==> config.mk <==
export PLATFORM = sky130hd
export DESIGN_NAME = stereo_mixer_volume_fade
export DESIGN_NICKNAME = d
export VERILOG_FILES = /design/src/sv/smvf_pkg.sv /design/src/sv/smvf_regs.sv /design/src/sv/smvf_ctrl.sv /design/src/sv/smvf_dp.sv /design/src/sv/stereo_mixer_volume_fade.sv
export SDC_FILE = /design/constraint.sdc
export NUM_CORES = 1
export LEC_CHECK = 0
export BUFFER_PORTS_ARGS = -buffer_cell sky130_fd_sc_hd__buf_4
export CORE_ASPECT_RATIO = 0.9
export CORE_MARGIN = 4
export CORE_UTILIZATION = 69
export CTS_BUF_LIST = sky130_fd_sc_hd__clkbuf_4
export DETAILED_ROUTE_END_ITERATION = 6
export PLACE_DENSITY = 0.89
export SLEW_MARGIN = 20
export SYNTH_ARGS = -nofsm -noshare
export SYNTH_HDL_FRONTEND = slang
export SYNTH_HIERARCHICAL = 1
export SYNTH_SLANG_ARGS = --single-unit
==> constraint.sdc <==
create_clock -name clk -period 24.1 [get_ports clk]
set_clock_uncertainty 0.1 [all_clocks]
set_input_delay 3.615 -clock clk [delete_from_list [all_inputs] [get_ports clk]]
set_output_delay 3.615 -clock clk [all_outputs]
set_load 0.005 [all_outputs]
==> src/sv/smvf_pkg.sv <==
// ----------------------------------------------------------------------------
// smvf_pkg
// Shared widths, constants and types of the stereo mixer volume fader.
// ----------------------------------------------------------------------------
`timescale 1ns / 1ps

package smvf_pkg;

  localparam int LEVEL_W    = 19;
  localparam int OUT_W      = 7;
  localparam int NUM_CH     = 4;
  localparam int CH_W       = $clog2(NUM_CH);
  localparam int ITER_W     = $clog2(LEVEL_W);
  localparam int APB_DATA_W = 32;
  localparam int APB_ADDR_W = CH_W + 2;

  localparam int FADE_LIMIT_DEF    = 4095;
  localparam int FRACTION_BITS_DEF = 12;

  localparam logic [LEVEL_W-1:0] FULL_RESET = 19'h7F000;

  localparam logic FUNC_TICK = 1'b1;

  // Mixer path order, shared by the register map and the level array.
  localparam logic [CH_W-1:0] CH_LL = 2'd0;
  localparam logic [CH_W-1:0] CH_LR = 2'd1;
  localparam logic [CH_W-1:0] CH_RR = 2'd2;
  localparam logic [CH_W-1:0] CH_RL = 2'd3;

  typedef enum logic [2:0] {
    ST_IDLE,
    ST_MUL,
    ST_DIV,
    ST_WB,
    ST_DONE
  } state_t;

  typedef struct packed {
    logic            load_count;
    logic            mul;
    logic            div_step;
    logic            write_back;
    logic            last_ch;
    logic            emit;
    logic [CH_W-1:0] ch;
  } dp_cmd_t;

  typedef struct packed {
    logic count_zero;
    logic count_pos;
  } dp_status_t;

  typedef logic [NUM_CH-1:0][LEVEL_W-1:0] level_array_t;
  typedef logic [NUM_CH-1:0][OUT_W-1:0]   out_array_t;

endpackage

==> src/sv/smvf_regs.sv <==
// ----------------------------------------------------------------------------
// smvf_regs
// APB-style register bank holding the four full levels.
// ----------------------------------------------------------------------------
`timescale 1ns / 1ps

module smvf_regs (
  input  logic                                clk,
  input  logic                                rst,
  input  logic                                psel,
  input  logic                                penable,
  input  logic                                pwrite,
  input  logic [smvf_pkg::APB_ADDR_W-1:0]     paddr,
  input  logic [smvf_pkg::APB_DATA_W-1:0]     pwdata,
  output logic [smvf_pkg::APB_DATA_W-1:0]     prdata,
  output logic                                pready,
  output smvf_pkg::level_array_t              full
);

  logic [smvf_pkg::CH_W-1:0] idx;
  logic                      wr_en;

  assign idx    = paddr[smvf_pkg::APB_ADDR_W-1:2];
  assign wr_en  = psel && penable && pwrite;
  assign pready = 1'b1;
  assign prdata = smvf_pkg::APB_DATA_W'(full[idx]);

  always_ff @(posedge clk) begin
    if (rst) begin
      for (int i = 0; i < smvf_pkg::NUM_CH; i++) begin
        full[i] <= smvf_pkg::FULL_RESET;
      end
    end else if (wr_en) begin
      full[idx] <= pwdata[smvf_pkg::LEVEL_W-1:0];
    end
  end

endmodule

==> src/sv/smvf_ctrl.sv <==
// ----------------------------------------------------------------------------
// smvf_ctrl
// Sequencer that walks the four paths through the shared multiply-divide.
// ----------------------------------------------------------------------------
`timescale 1ns / 1ps

module smvf_ctrl (
  input  logic                 clk,
  input  logic                 rst,
  input  logic                 in_valid,
  input  logic                 func,
  output logic                 in_ready,
  output logic                 out_valid,
  input  logic                 out_ready,
  input  smvf_pkg::dp_status_t status,
  output smvf_pkg::dp_cmd_t    cmd
);

  smvf_pkg::state_t            state;
  smvf_pkg::state_t            state_next;
  logic [smvf_pkg::CH_W-1:0]   ch;
  logic [smvf_pkg::ITER_W-1:0] iter;
  logic                        iter_last;
  logic                        out_free;

  assign iter_last = (iter == smvf_pkg::ITER_W'(smvf_pkg::LEVEL_W - 1));
  assign out_free  = !out_valid || out_ready;

  always_comb begin
    state_next = state;
    case (state)
      smvf_pkg::ST_IDLE: begin
        if (in_valid && (func == smvf_pkg::FUNC_TICK)) begin
          state_next = status.count_zero ? smvf_pkg::ST_DONE : smvf_pkg::ST_MUL;
        end
      end
      smvf_pkg::ST_MUL: begin
        state_next = smvf_pkg::ST_DIV;
      end
      smvf_pkg::ST_DIV: begin
        if (iter_last) begin
          state_next = smvf_pkg::ST_WB;
        end
      end
      smvf_pkg::ST_WB: begin
        state_next = cmd.last_ch ? smvf_pkg::ST_DONE : smvf_pkg::ST_MUL;
      end
      smvf_pkg::ST_DONE: begin
        if (out_free) begin
          state_next = smvf_pkg::ST_IDLE;
        end
      end
      default: begin
        state_next = smvf_pkg::ST_IDLE;
      end
    endcase
  end

  always_comb begin
    in_ready       = (state == smvf_pkg::ST_IDLE);
    cmd.load_count = (state == smvf_pkg::ST_IDLE) && in_valid &&
                     (func != smvf_pkg::FUNC_TICK);
    cmd.mul        = (state == smvf_pkg::ST_MUL);
    cmd.div_step   = (state == smvf_pkg::ST_DIV);
    cmd.write_back = (state == smvf_pkg::ST_WB);
    cmd.last_ch    = (ch == smvf_pkg::CH_W'(smvf_pkg::NUM_CH - 1));
    cmd.emit       = (state == smvf_pkg::ST_DONE) && out_free;
    cmd.ch         = ch;
  end

  always_ff @(posedge clk) begin
    if (rst) begin
      state     <= smvf_pkg::ST_IDLE;
      ch        <= '0;
      iter      <= '0;
      out_valid <= 1'b0;
    end else begin
      state <= state_next;
      if (state == smvf_pkg::ST_IDLE) begin
        ch <= '0;
      end else if (cmd.write_back) begin
        ch <= ch + 1'b1;
      end
      if (cmd.mul) begin
        iter <= '0;
      end else if (cmd.div_step) begin
        iter <= iter + 1'b1;
      end
      if (cmd.emit) begin
        out_valid <= 1'b1;
      end else if (out_ready) begin
        out_valid <= 1'b0;
      end
    end
  end

endmodule

==> src/sv/smvf_dp.sv <==
// ----------------------------------------------------------------------------
// smvf_dp
// Fade counter, live levels, shared multiplier and radix-2 divider.
// ----------------------------------------------------------------------------
`timescale 1ns / 1ps

module smvf_dp #(
  parameter int FADE_LIMIT    = smvf_pkg::FADE_LIMIT_DEF,
  parameter int FRACTION_BITS = smvf_pkg::FRACTION_BITS_DEF
) (
  input  logic                   clk,
  input  logic                   rst,
  input  smvf_pkg::dp_cmd_t      cmd,
  input  logic signed [31:0]     fade_frames,
  input  smvf_pkg::level_array_t full,
  output smvf_pkg::dp_status_t   status,
  output smvf_pkg::out_array_t   levels
);

  localparam int K_W     = $clog2(FADE_LIMIT + 1);
  localparam int COUNT_W = K_W + 1;
  localparam int PROD_W  = smvf_pkg::LEVEL_W + K_W;
  localparam int LW      = smvf_pkg::LEVEL_W;
  localparam logic signed [31:0] LIM_POS = 32'(FADE_LIMIT);
  localparam logic signed [31:0] LIM_NEG = -32'(FADE_LIMIT);

  logic signed [COUNT_W-1:0] count;
  smvf_pkg::level_array_t    live;
  logic [K_W-1:0]            rem;
  logic [LW-1:0]             dvd;
  logic                      neg;

  logic signed [31:0]        clamped;
  logic [COUNT_W-1:0]        k_abs;
  logic [K_W-1:0]            k;
  logic [K_W-1:0]            km1;
  logic [LW-1:0]             cur_live;
  logic [LW-1:0]             cur_full;
  logic [LW:0]               gap;
  logic [LW:0]               gap_abs;
  logic [LW-1:0]             mag;
  logic [PROD_W-1:0]         prod;
  logic [K_W:0]              trial;
  logic [K_W:0]              diff;
  logic                      ge;
  logic [LW:0]               sum;
  logic [LW:0]               sub;
  logic [LW-1:0]             new_level;
  smvf_pkg::level_array_t    shifted;

  assign status.count_zero = (count == '0);
  assign status.count_pos  = !count[COUNT_W-1] && (count != '0);

  always_comb begin
    if (fade_frames > LIM_POS) begin
      clamped = LIM_POS;
    end else if (fade_frames < LIM_NEG) begin
      clamped = LIM_NEG;
    end else begin
      clamped = fade_frames;
    end
  end

  assign k_abs    = count[COUNT_W-1] ? COUNT_W'(-count) : COUNT_W'(count);
  assign k        = k_abs[K_W-1:0];
  assign km1      = k - 1'b1;
  assign cur_live = live[cmd.ch];
  assign cur_full = full[cmd.ch];

  // Fade-in works on the signed gap to the full level.
  assign gap      = {1'b0, cur_full} - {1'b0, cur_live};
  assign gap_abs  = gap[LW] ? (~gap + 1'b1) : gap;
  assign mag      = status.count_pos ? cur_live : gap_abs[LW-1:0];
  assign prod     = PROD_W'(mag) * PROD_W'(km1);

  // One quotient bit per step; the remainder always stays below k.
  assign trial = {rem, dvd[LW-1]};
  assign diff  = trial - {1'b0, k};
  assign ge    = (trial >= {1'b0, k});

  assign sum = {1'b0, cur_full} + {1'b0, dvd};
  assign sub = {1'b0, cur_full} - {1'b0, dvd};

  always_comb begin
    if (status.count_pos) begin
      new_level = dvd;
    end else if (neg) begin
      new_level = sum[LW-1:0];
    end else begin
      new_level = sub[LW-1:0];
    end
  end

  always_comb begin
    for (int i = 0; i < smvf_pkg::NUM_CH; i++) begin
      shifted[i] = live[i] >> FRACTION_BITS;
    end
  end

  always_ff @(posedge clk) begin
    if (rst) begin
      count <= '0;
      live  <= '0;
    end else begin
      if (cmd.load_count) begin
        count <= clamped[COUNT_W-1:0];
      end else if (cmd.write_back && cmd.last_ch) begin
        count <= status.count_pos ? (count - COUNT_W'(1)) : (count + COUNT_W'(1));
      end
      if (cmd.write_back) begin
        live[cmd.ch] <= new_level;
      end
    end
  end

  always_ff @(posedge clk) begin
    if (cmd.mul) begin
      rem <= prod[PROD_W-1:LW];
      dvd <= prod[LW-1:0];
      neg <= gap[LW];
    end else if (cmd.div_step) begin
      rem <= ge ? diff[K_W-1:0] : trial[K_W-1:0];
      dvd <= {dvd[LW-2:0], ge};
    end
    if (cmd.emit) begin
      for (int i = 0; i < smvf_pkg::NUM_CH; i++) begin
        levels[i] <= shifted[i][smvf_pkg::OUT_W-1:0];
      end
    end
  end

endmodule

==> src/sv/stereo_mixer_volume_fade.sv <==
// ----------------------------------------------------------------------------
// stereo_mixer_volume_fade - four-path stereo cross-mixer volume fader
// Start request: loads the fade count, gives no result, and leaves the block idle and ready.
// Tick request: one result each, with the divider skipped for a zero count; one divider bit per cycle.
// Reset (synchronous, rst high): count and live levels zero, full levels 0x7F000.
// ----------------------------------------------------------------------------
`timescale 1ns / 1ps

module stereo_mixer_volume_fade #(
  parameter int FADE_LIMIT    = smvf_pkg::FADE_LIMIT_DEF,
  parameter int FRACTION_BITS = smvf_pkg::FRACTION_BITS_DEF
) (
  input  logic                            clk,
  input  logic                            rst,
  // Configuration port.
  input  logic                            psel,
  input  logic                            penable,
  input  logic                            pwrite,
  input  logic [smvf_pkg::APB_ADDR_W-1:0] paddr,
  input  logic [smvf_pkg::APB_DATA_W-1:0] pwdata,
  output logic [smvf_pkg::APB_DATA_W-1:0] prdata,
  output logic                            pready,
  // Input requests.
  input  logic                            in_valid,
  output logic                            in_ready,
  input  logic                            func,
  input  logic signed [31:0]              fade_frames,
  // Result requests.
  output logic                            out_valid,
  input  logic                            out_ready,
  output logic [smvf_pkg::OUT_W-1:0]      level_ll,
  output logic [smvf_pkg::OUT_W-1:0]      level_lr,
  output logic [smvf_pkg::OUT_W-1:0]      level_rr,
  output logic [smvf_pkg::OUT_W-1:0]      level_rl
);

  // The sequencer takes a request only in its idle state. A start request
  // loads the clamped fade count, and the sequencer stays idle. A tick with a
  // nonzero count runs each of the four paths through the same hardware:
  // a multiply by (k-1), restoring division by k over all 19 level bits and
  // a write-back. A finished result sits in the output register, so the
  // next request is taken while that result waits; only a second tick
  // waits in the done state for the register to drain.

  smvf_pkg::dp_cmd_t      cmd;
  smvf_pkg::dp_status_t   status;
  smvf_pkg::level_array_t full;
  smvf_pkg::out_array_t   levels;

  smvf_regs u_regs (
    .clk     (clk),
    .rst     (rst),
    .psel    (psel),
    .penable (penable),
    .pwrite  (pwrite),
    .paddr   (paddr),
    .pwdata  (pwdata),
    .prdata  (prdata),
    .pready  (pready),
    .full    (full)
  );

  smvf_ctrl u_ctrl (
    .clk       (clk),
    .rst       (rst),
    .in_valid  (in_valid),
    .func      (func),
    .in_ready  (in_ready),
    .out_valid (out_valid),
    .out_ready (out_ready),
    .status    (status),
    .cmd       (cmd)
  );

  smvf_dp #(
    .FADE_LIMIT    (FADE_LIMIT),
    .FRACTION_BITS (FRACTION_BITS)
  ) u_dp (
    .clk         (clk),
    .rst         (rst),
    .cmd         (cmd),
    .fade_frames (fade_frames),
    .full        (full),
    .status      (status),
    .levels      (levels)
  );

  // The level array follows the register map order of the mixer paths.
  assign level_ll = levels[smvf_pkg::CH_LL];
  assign level_lr = levels[smvf_pkg::CH_LR];
  assign level_rr = levels[smvf_pkg::CH_RR];
  assign level_rl = levels[smvf_pkg::CH_RL];

endmodule

; ---- Word-level counts from Yosys, hierarchy flattened
; Cells that the tools add are included.
[word_totals]
ff_bits = 236
latchBits = 0
ramBits = 0
romBits = 0
input_bits = 76
out_inout_bits = 63
elab_cells = 107
mem_count = 0
[op_classes]
add_sub_neg = 11
mul = 1
div_mod_pow = 0
n_lt_le_gt_ge = 7
n_eq_ne = 9
n_shift = 0
mux = 35
bitwise_logic = 2
n_reduce_logical = 22
[op_table]
columns = cell, n
row1 = $mux 19, 11
row2 = $bwmux 76, 2
row3 = $bmux 19 s2, 3
row4 = $demux 19 s2, 2
row5 = $mux 13, 5
row6 = $mux 12, 4
row7 = $gt 32x13->1 const B, 1
row8 = $lt 32x13->1 const B, 1
row9 = $mul 19x12->31, 1
row10 = $sub 19x19->20, 1
row11 = $add 19x1->19 const B, 1
row12 = $add 19x19->19, 1
row13 = $not 19->19, 1
row14 = $sub 19x19->19, 1
row15 = $mux 3, 5
row16 = $pmux 3 s5, 1
row17 = $add 13x2->13 const B, 1
row18 = $ge 13x12->1, 1
row19 = $logic_not 13->1, 1
row20 = $reduce_bool 13->1, 1
row21 = $sub 13x2->13 const B, 1
row22 = $neg 12->12, 1
row23 = $sub 12x1->12 const B, 1
row24 = $sub 12x12->12, 1
row25 = 19 further kinds, 38

; ---- Depth between registers and ports, before layout
[logic_depth]
word_depth = 9
mapped_depth = 37
ltp_nobuf = 33

; ---- Hierarchy
; The synthesis kept the hierarchy.
[modules_own_cells]
columns = module, instances, cells_each, area_each_um2, seq_area_each_um2
row1 = smvf_dp, 1, 2108, 18594.1, 3583.4
row2 = smvf_regs, 1, 327, 3529.6, 1521.5
row3 = smvf_ctrl, 1, 64, 566.8, 220.2

; ---- Worst setup path after synthesis
; Ideal clock, no wire load.
[synth_timing]
path_type = register to register
startpoint = register u_ctrl/ch[0] in the netlist's numbering
endpoint = register u_dp.rem[7] (data pin)
setup_ns = 0.271
arrival_time_ns = 9.636
required_ns = 23.729
slack_ns = 14.093
stages_incl_launch_ff = 36
path_buffers = 6
synth_period_minus_slack_ns = 10.007
path_cell_list = dfxtp_1 -> buf_2 -> buf_2 -> buf_1 -> buf_1 -> mux4_2 -> ha_1 -> clkbuf_1 -> a21oi_1 -> o211a_1 -> o21ai_0 -> or3_1 -> o2111ai_1 -> nand3_1 -> xor2_1 -> mux2i_1 -> clkbuf_1 -> nand2_1 -> fa_1 -> fa_1 -> fa_1 -> inv_1 -> fa_1 -> inv_1 -> fa_1 -> inv_1 -> ha_1 -> o21a_1 -> o21ai_0 -> nand2b_1 -> o2111ai_1 -> a2111oi_0 -> o21ai_0 -> o31ai_1 -> xnor2_1 -> mux2i_1
[synth_via]
elab_chain_cells = 9
elab_cells_between_ends = 11
classes_between = add/sub (2) / mul (1) / mux (7) / bitwise (1)
[synth_rtl]
columns = item, line
row1 = from (decl), smvf_ctrl.sv:21  ; logic [smvf_pkg::CH_W-1:0] ch;
row2 = from (signal assigned), smvf_ctrl.sv:82  ; ch <= ch + 1'b1;
row3 = "$bmux 19 s2, on equally long branches", "smvf_dp.sv:68, smvf_dp.sv:67"
row4 = "$mux 19, on equally long branches", "smvf_dp.sv:68, smvf_dp.sv:67"
row5 = $sub 19x19->20, smvf_dp.sv:71  ; assign gap = {1'b0, cur_full} - {1'b0, cur_live};
row6 = $not 19->19, smvf_dp.sv:72  ; assign gap_abs = gap[LW] ? (~gap + 1'b1) : gap;
row7 = $add 19x1->19, smvf_dp.sv:72
row8 = $mux 19, smvf_dp.sv:72
row9 = $mux 19 (*), smvf_dp.sv:73  ; assign mag = status.count_pos ? cur_live : gap_abs[LW-1:0];
row10 = $mul 19x12->31 (*), smvf_dp.sv:74  ; assign prod = PROD_W'(mag) * PROD_W'(km1);
row11 = $mux 12 (*), smvf_dp.sv:117  ; if (cmd.mul) begin
row12 = to (signal assigned), smvf_dp.sv:118  ; rem <= prod[PROD_W-1:LW];
row13 = to (signal assigned), smvf_dp.sv:122  ; rem <= ge ? diff[K_W-1:0] : trial[K_W-1:0];
row14 = to (decl), smvf_dp.sv:29  ; logic [K_W-1:0] rem;
; Every way passes the cells marked *; elsewhere a longest branch is shown, timed or not. The select of a mux whose other input is x is not followed.
; A chain may end at the register's enable or synchronous reset.

; ---- Worst setup path after layout
[layout_timing]
startpoint = register u_ctrl/ch[0] in the netlist's numbering
endpoint = register u_dp.rem[11] (data pin)
; Same word-level chain as after synthesis.

==> run_summary.xml <==
<?xml version="1.0" encoding="UTF-8"?>
<metrics>
  <group name="outcome">
    <metric name="run_status" unit="">finished clean</metric>
  </group>
  <group name="setup_path">
    <metric name="critPathRequiredTime" unit="ns">24.56</metric>
    <metric name="setup.worst_path.end_class" unit="">register</metric>
    <metric name="crit_slowest_cell" unit="">a221oi_2</metric>
    <metric name="critPathMostFrequentCell" unit="">fa_1</metric>
    <metric name="worstPathArrival" unit="ns">11.59</metric>
    <metric name="critPathKind" unit="">reg2reg</metric>
    <metric name="startpoint_type" unit="">register</metric>
    <metric name="slowest_delay" unit="ns">0.87</metric>
    <metric name="dominant_delay_contributor_by_cell_family_on_the_critical_path" unit="">compound AO/OA/AOI/OAI gates</metric>
    <metric name="cp_max_fo" unit="">35</metric>
    <metric name="cp.buffers_inverters" unit="">5</metric>
  </group>
  <group name="routing">
    <metric name="routed_wirelength" unit="µm">60500</metric>
    <metric name="drt-initial-drc-count" unit="">1994</metric>
    <metric name="detailed_route_drc_error_count" unit="">0</metric>
    <metric name="dr_total_vias" unit="">19500</metric>
    <metric name="wl_per_cell" unit="µm">19.9</metric>
    <metric name="detailedRoute.firstPassIterationCount" unit="">6</metric>
    <metric name="residual_antenna_violating_net_count_after_detailed_routing" unit="">0</metric>
    <metric name="via_per_inst" unit="">6.42</metric>
  </group>
  <group name="global_routing">
    <metric name="grt_pass1_vias" unit="">19500</metric>
    <metric name="global_route.usage.met2" unit="%">53.1</metric>
    <metric name="grt_use_met1" unit="%">46.3</metric>
    <metric name="grt_use_met3" unit="%">6.54</metric>
    <metric name="pin_count_of_the_biggest_net_entering_global_routing" unit="">119</metric>
    <metric name="groute.usage.overall" unit="%">33.5</metric>
    <metric name="grt_first_pass_wirelength" unit="µm">98500</metric>
    <metric name="grt_antenna_before_repair" unit="">2</metric>
    <metric name="grt_most_used_layer" unit="">met2</metric>
    <metric name="global_route.overflow_total" unit="">0</metric>
  </group>
  <group name="clocking">
    <metric name="tritoncts" unit="">done</metric>
    <metric name="post_cts.repair.setup_buffers" unit="">0</metric>
    <metric name="hold_buffer_count_at_cts" unit="">0</metric>
    <metric name="htree_levels" unit="">2</metric>
    <metric name="cts_made_buffers" unit="">60</metric>
    <metric name="clkSinkCount" unit="">236</metric>
    <metric name="clk_pin_slew_worst_paths" unit="ns">0.07</metric>
    <metric name="cts-resized-gates" unit="">0</metric>
    <metric name="clk-insertion-delay-late" unit="ns">0.79</metric>
    <metric name="cts.path.max_buffers" unit="">3</metric>
    <metric name="clockRootBuffer" unit="">clkbuf_4</metric>
  </group>
  <group name="place">
    <metric name="post-dp-hpwl" unit="µm">44500</metric>
    <metric name="placement.io_buffers" unit="">109</metric>
    <metric name="globalplace.congestion" unit="">0.981</metric>
    <metric name="place_inst" unit="">2923</metric>
  </group>
  <group name="yosys">
    <metric name="synth.top_cells.by_count" unit="">inv_1, nor2_1, nand2_1</metric>
    <metric name="synth_area" unit="µm²">22700</metric>
    <metric name="ys.warnings.count" unit="">6</metric>
    <metric name="synth_top_cell_by_area" unit="">dfxtp_1</metric>
    <metric name="synthArstFlopShare" unit="%">0</metric>
    <metric name="ys_types" unit="">97</metric>
    <metric name="synth_enable_flop_cells" unit="">60</metric>
    <metric name="postSynthRegisterBits" unit="">236</metric>
    <metric name="synthesis.area_per_instance" unit="µm²">9.08</metric>
    <metric name="post_synth_inst_count" unit="">2499</metric>
    <metric name="synth_top_cells_by_area" unit="">dfxtp_1, fa_1, edfxtp_1</metric>
    <metric name="synth.top_cell.area_share" unit="%">15.5</metric>
    <metric name="synth_most_common_cell" unit="">inv_1</metric>
    <metric name="synth_flop_cell" unit="">dfxtp_1</metric>
    <metric name="yosysSeqAreaShare" unit="%">23.5</metric>
  </group>
  <group name="sta">
    <metric name="post-route-min-period" unit="ns">11.14</metric>
    <metric name="worst_pin_slew" unit="ns">1.16</metric>
    <metric name="rsz_0062_raised_after_global_routing" unit="">false</metric>
    <metric name="setup_viol" unit="">0</metric>
    <metric name="whs" unit="ns">0.351</metric>
    <metric name="final_max_slew_viol_count" unit="">0</metric>
    <metric name="final-hold-violation-count" unit="">0</metric>
    <metric name="slew-limit-headroom" unit="%">22.7</metric>
    <metric name="sum_neg_setup_slack" unit="ns">0</metric>
    <metric name="fmax" unit="MHz">89.8</metric>
    <metric name="finalCritPeriodShare" unit="%">46.2</metric>
  </group>
  <group name="final_layout">
    <metric name="layout-area-overhead-vs-synth" unit="%">7.50</metric>
    <metric name="number_of_standard_cells_in_the_layout_taps_in_and_fillers_out" unit="">3037</metric>
    <metric name="design.final.nets" unit="">2954</metric>
    <metric name="fin_util" unit="%">75.8</metric>
    <metric name="share_of_post_route_cells_with_drive_strength_above_1" unit="%">13.8</metric>
  </group>
  <group name="worst_hold_path">
    <metric name="hold_class" unit="">reg2reg</metric>
  </group>
  <group name="floorplanning">
    <metric name="coreArea" unit="µm²">32200</metric>
    <metric name="placement_rows" unit="">62</metric>
    <metric name="die-area" unit="µm²">35900</metric>
    <metric name="chipHeight" unit="µm">180</metric>
    <metric name="pin_count" unit="">139</metric>
    <metric name="chipWidth" unit="µm">199</metric>
    <metric name="initial_core_util" unit="%">70.5</metric>
  </group>
  <group name="run">
    <metric name="max_cap_viol_count" unit="">0</metric>
  </group>
</metrics>
[per-layer routing]
metal,up-vias,part of all wire [%],wire length (µm)
met5,-,0,0
met4,0,3.5,2130
met3,188,10,6330
met2,1108,47,28200
met1,9424,39,23900
li1,8783,-,-
[worst register-to-register path, delay by kind of cell, from the launching register on]
kind,cells,cell delay (ns)
flops,1,0.59
compound gates,10,3.95
fa+ha+maj,7,3.32
buf+inv,5,0.90
simple gates,5,1.48
mux,1,0.62
[flip-flops by register name (all words and copies together) (netlist names)]
register and count:
u_dp/live 76, u_regs/full 76, u_dp/levels 28, u_dp/dvd 19
u_dp/count 13, u_dp/rem 12, u_ctrl/iter 5, u_ctrl/state 3
u_ctrl/ch 2, u_ctrl/out_valid 1, u_dp/neg 1
[per-stage QoR]
step,worst slack [ns],instance area (µm²)
after CTS,12.80,24400
final,12.96,24400
after detailed placement,12.90,23600
after floorplan,14.09,22700
after global routing,12.38,24400
after global placement,13.08,23600
[cell usage in the layout, fill, tap and decap left out, types with 59 or more instances in the layout]
cell type,count
fa_1,174
o21ai_0,99
a211oi_1,87
a21oi_1,98
nor2_1,248
buf_4,137
ha_1,135
nand2b_1,78
clkbuf_4,91
xnor2_1,59
dfxtp_1,174
nand2_1,197
mux2i_1,105
inv_1,257
edfxtp_1,60
[path summary, 6_finish.rpt]
path | startpoint | to | slack (ns) | cells past startpoint
worst max-delay path | u_ctrl/ch[0]$_SDFFE_PP0N_ | u_dp/rem[11]$_DFFE_PP_ | 12.96 | 28
worst min-delay path | u_dp/live[14]$_SDFFE_PP0P_ | u_dp/levels[2]$_DFFE_PP_ | 0.35 | 0
worst max register to register | u_ctrl/ch[0]$_SDFFE_PP0N_ | u_dp/rem[11]$_DFFE_PP_ | 12.96 | 28
worst min register to register | u_dp/live[14]$_SDFFE_PP0P_ | u_dp/levels[2]$_DFFE_PP_ | 0.35 | 0
[cell type report]
type | count | area (µm²)
multi-input cells | 1872 | 15700
fillers | 2131 | 7800
flip-flops and latches | 236 | 5330
repair buffers | 138 | 1040
inverters | 261 | 982
clock buffers | 91 | 683
well taps | 416 | 520
clock inverters | 21 | 103
diodes | 2 | 5.00
[cells by family after synthesis]
kind of cell             share of synthesized area, %
AO/OA/AOI/OAI                                    13.6
flip-flops                                       23.5
other                                          0.0331
AND/OR/NAND/NOR                                  17.1
adder cells (fa/ha/maj)                          22.8
buffers and inverters                            7.54
multiplexers                                     10.8
XOR/XNOR                                         4.60
Power is left out: the tool's default activity adds up to more than one toggle a clock period on the data nets, which glitch-free logic cannot reach.
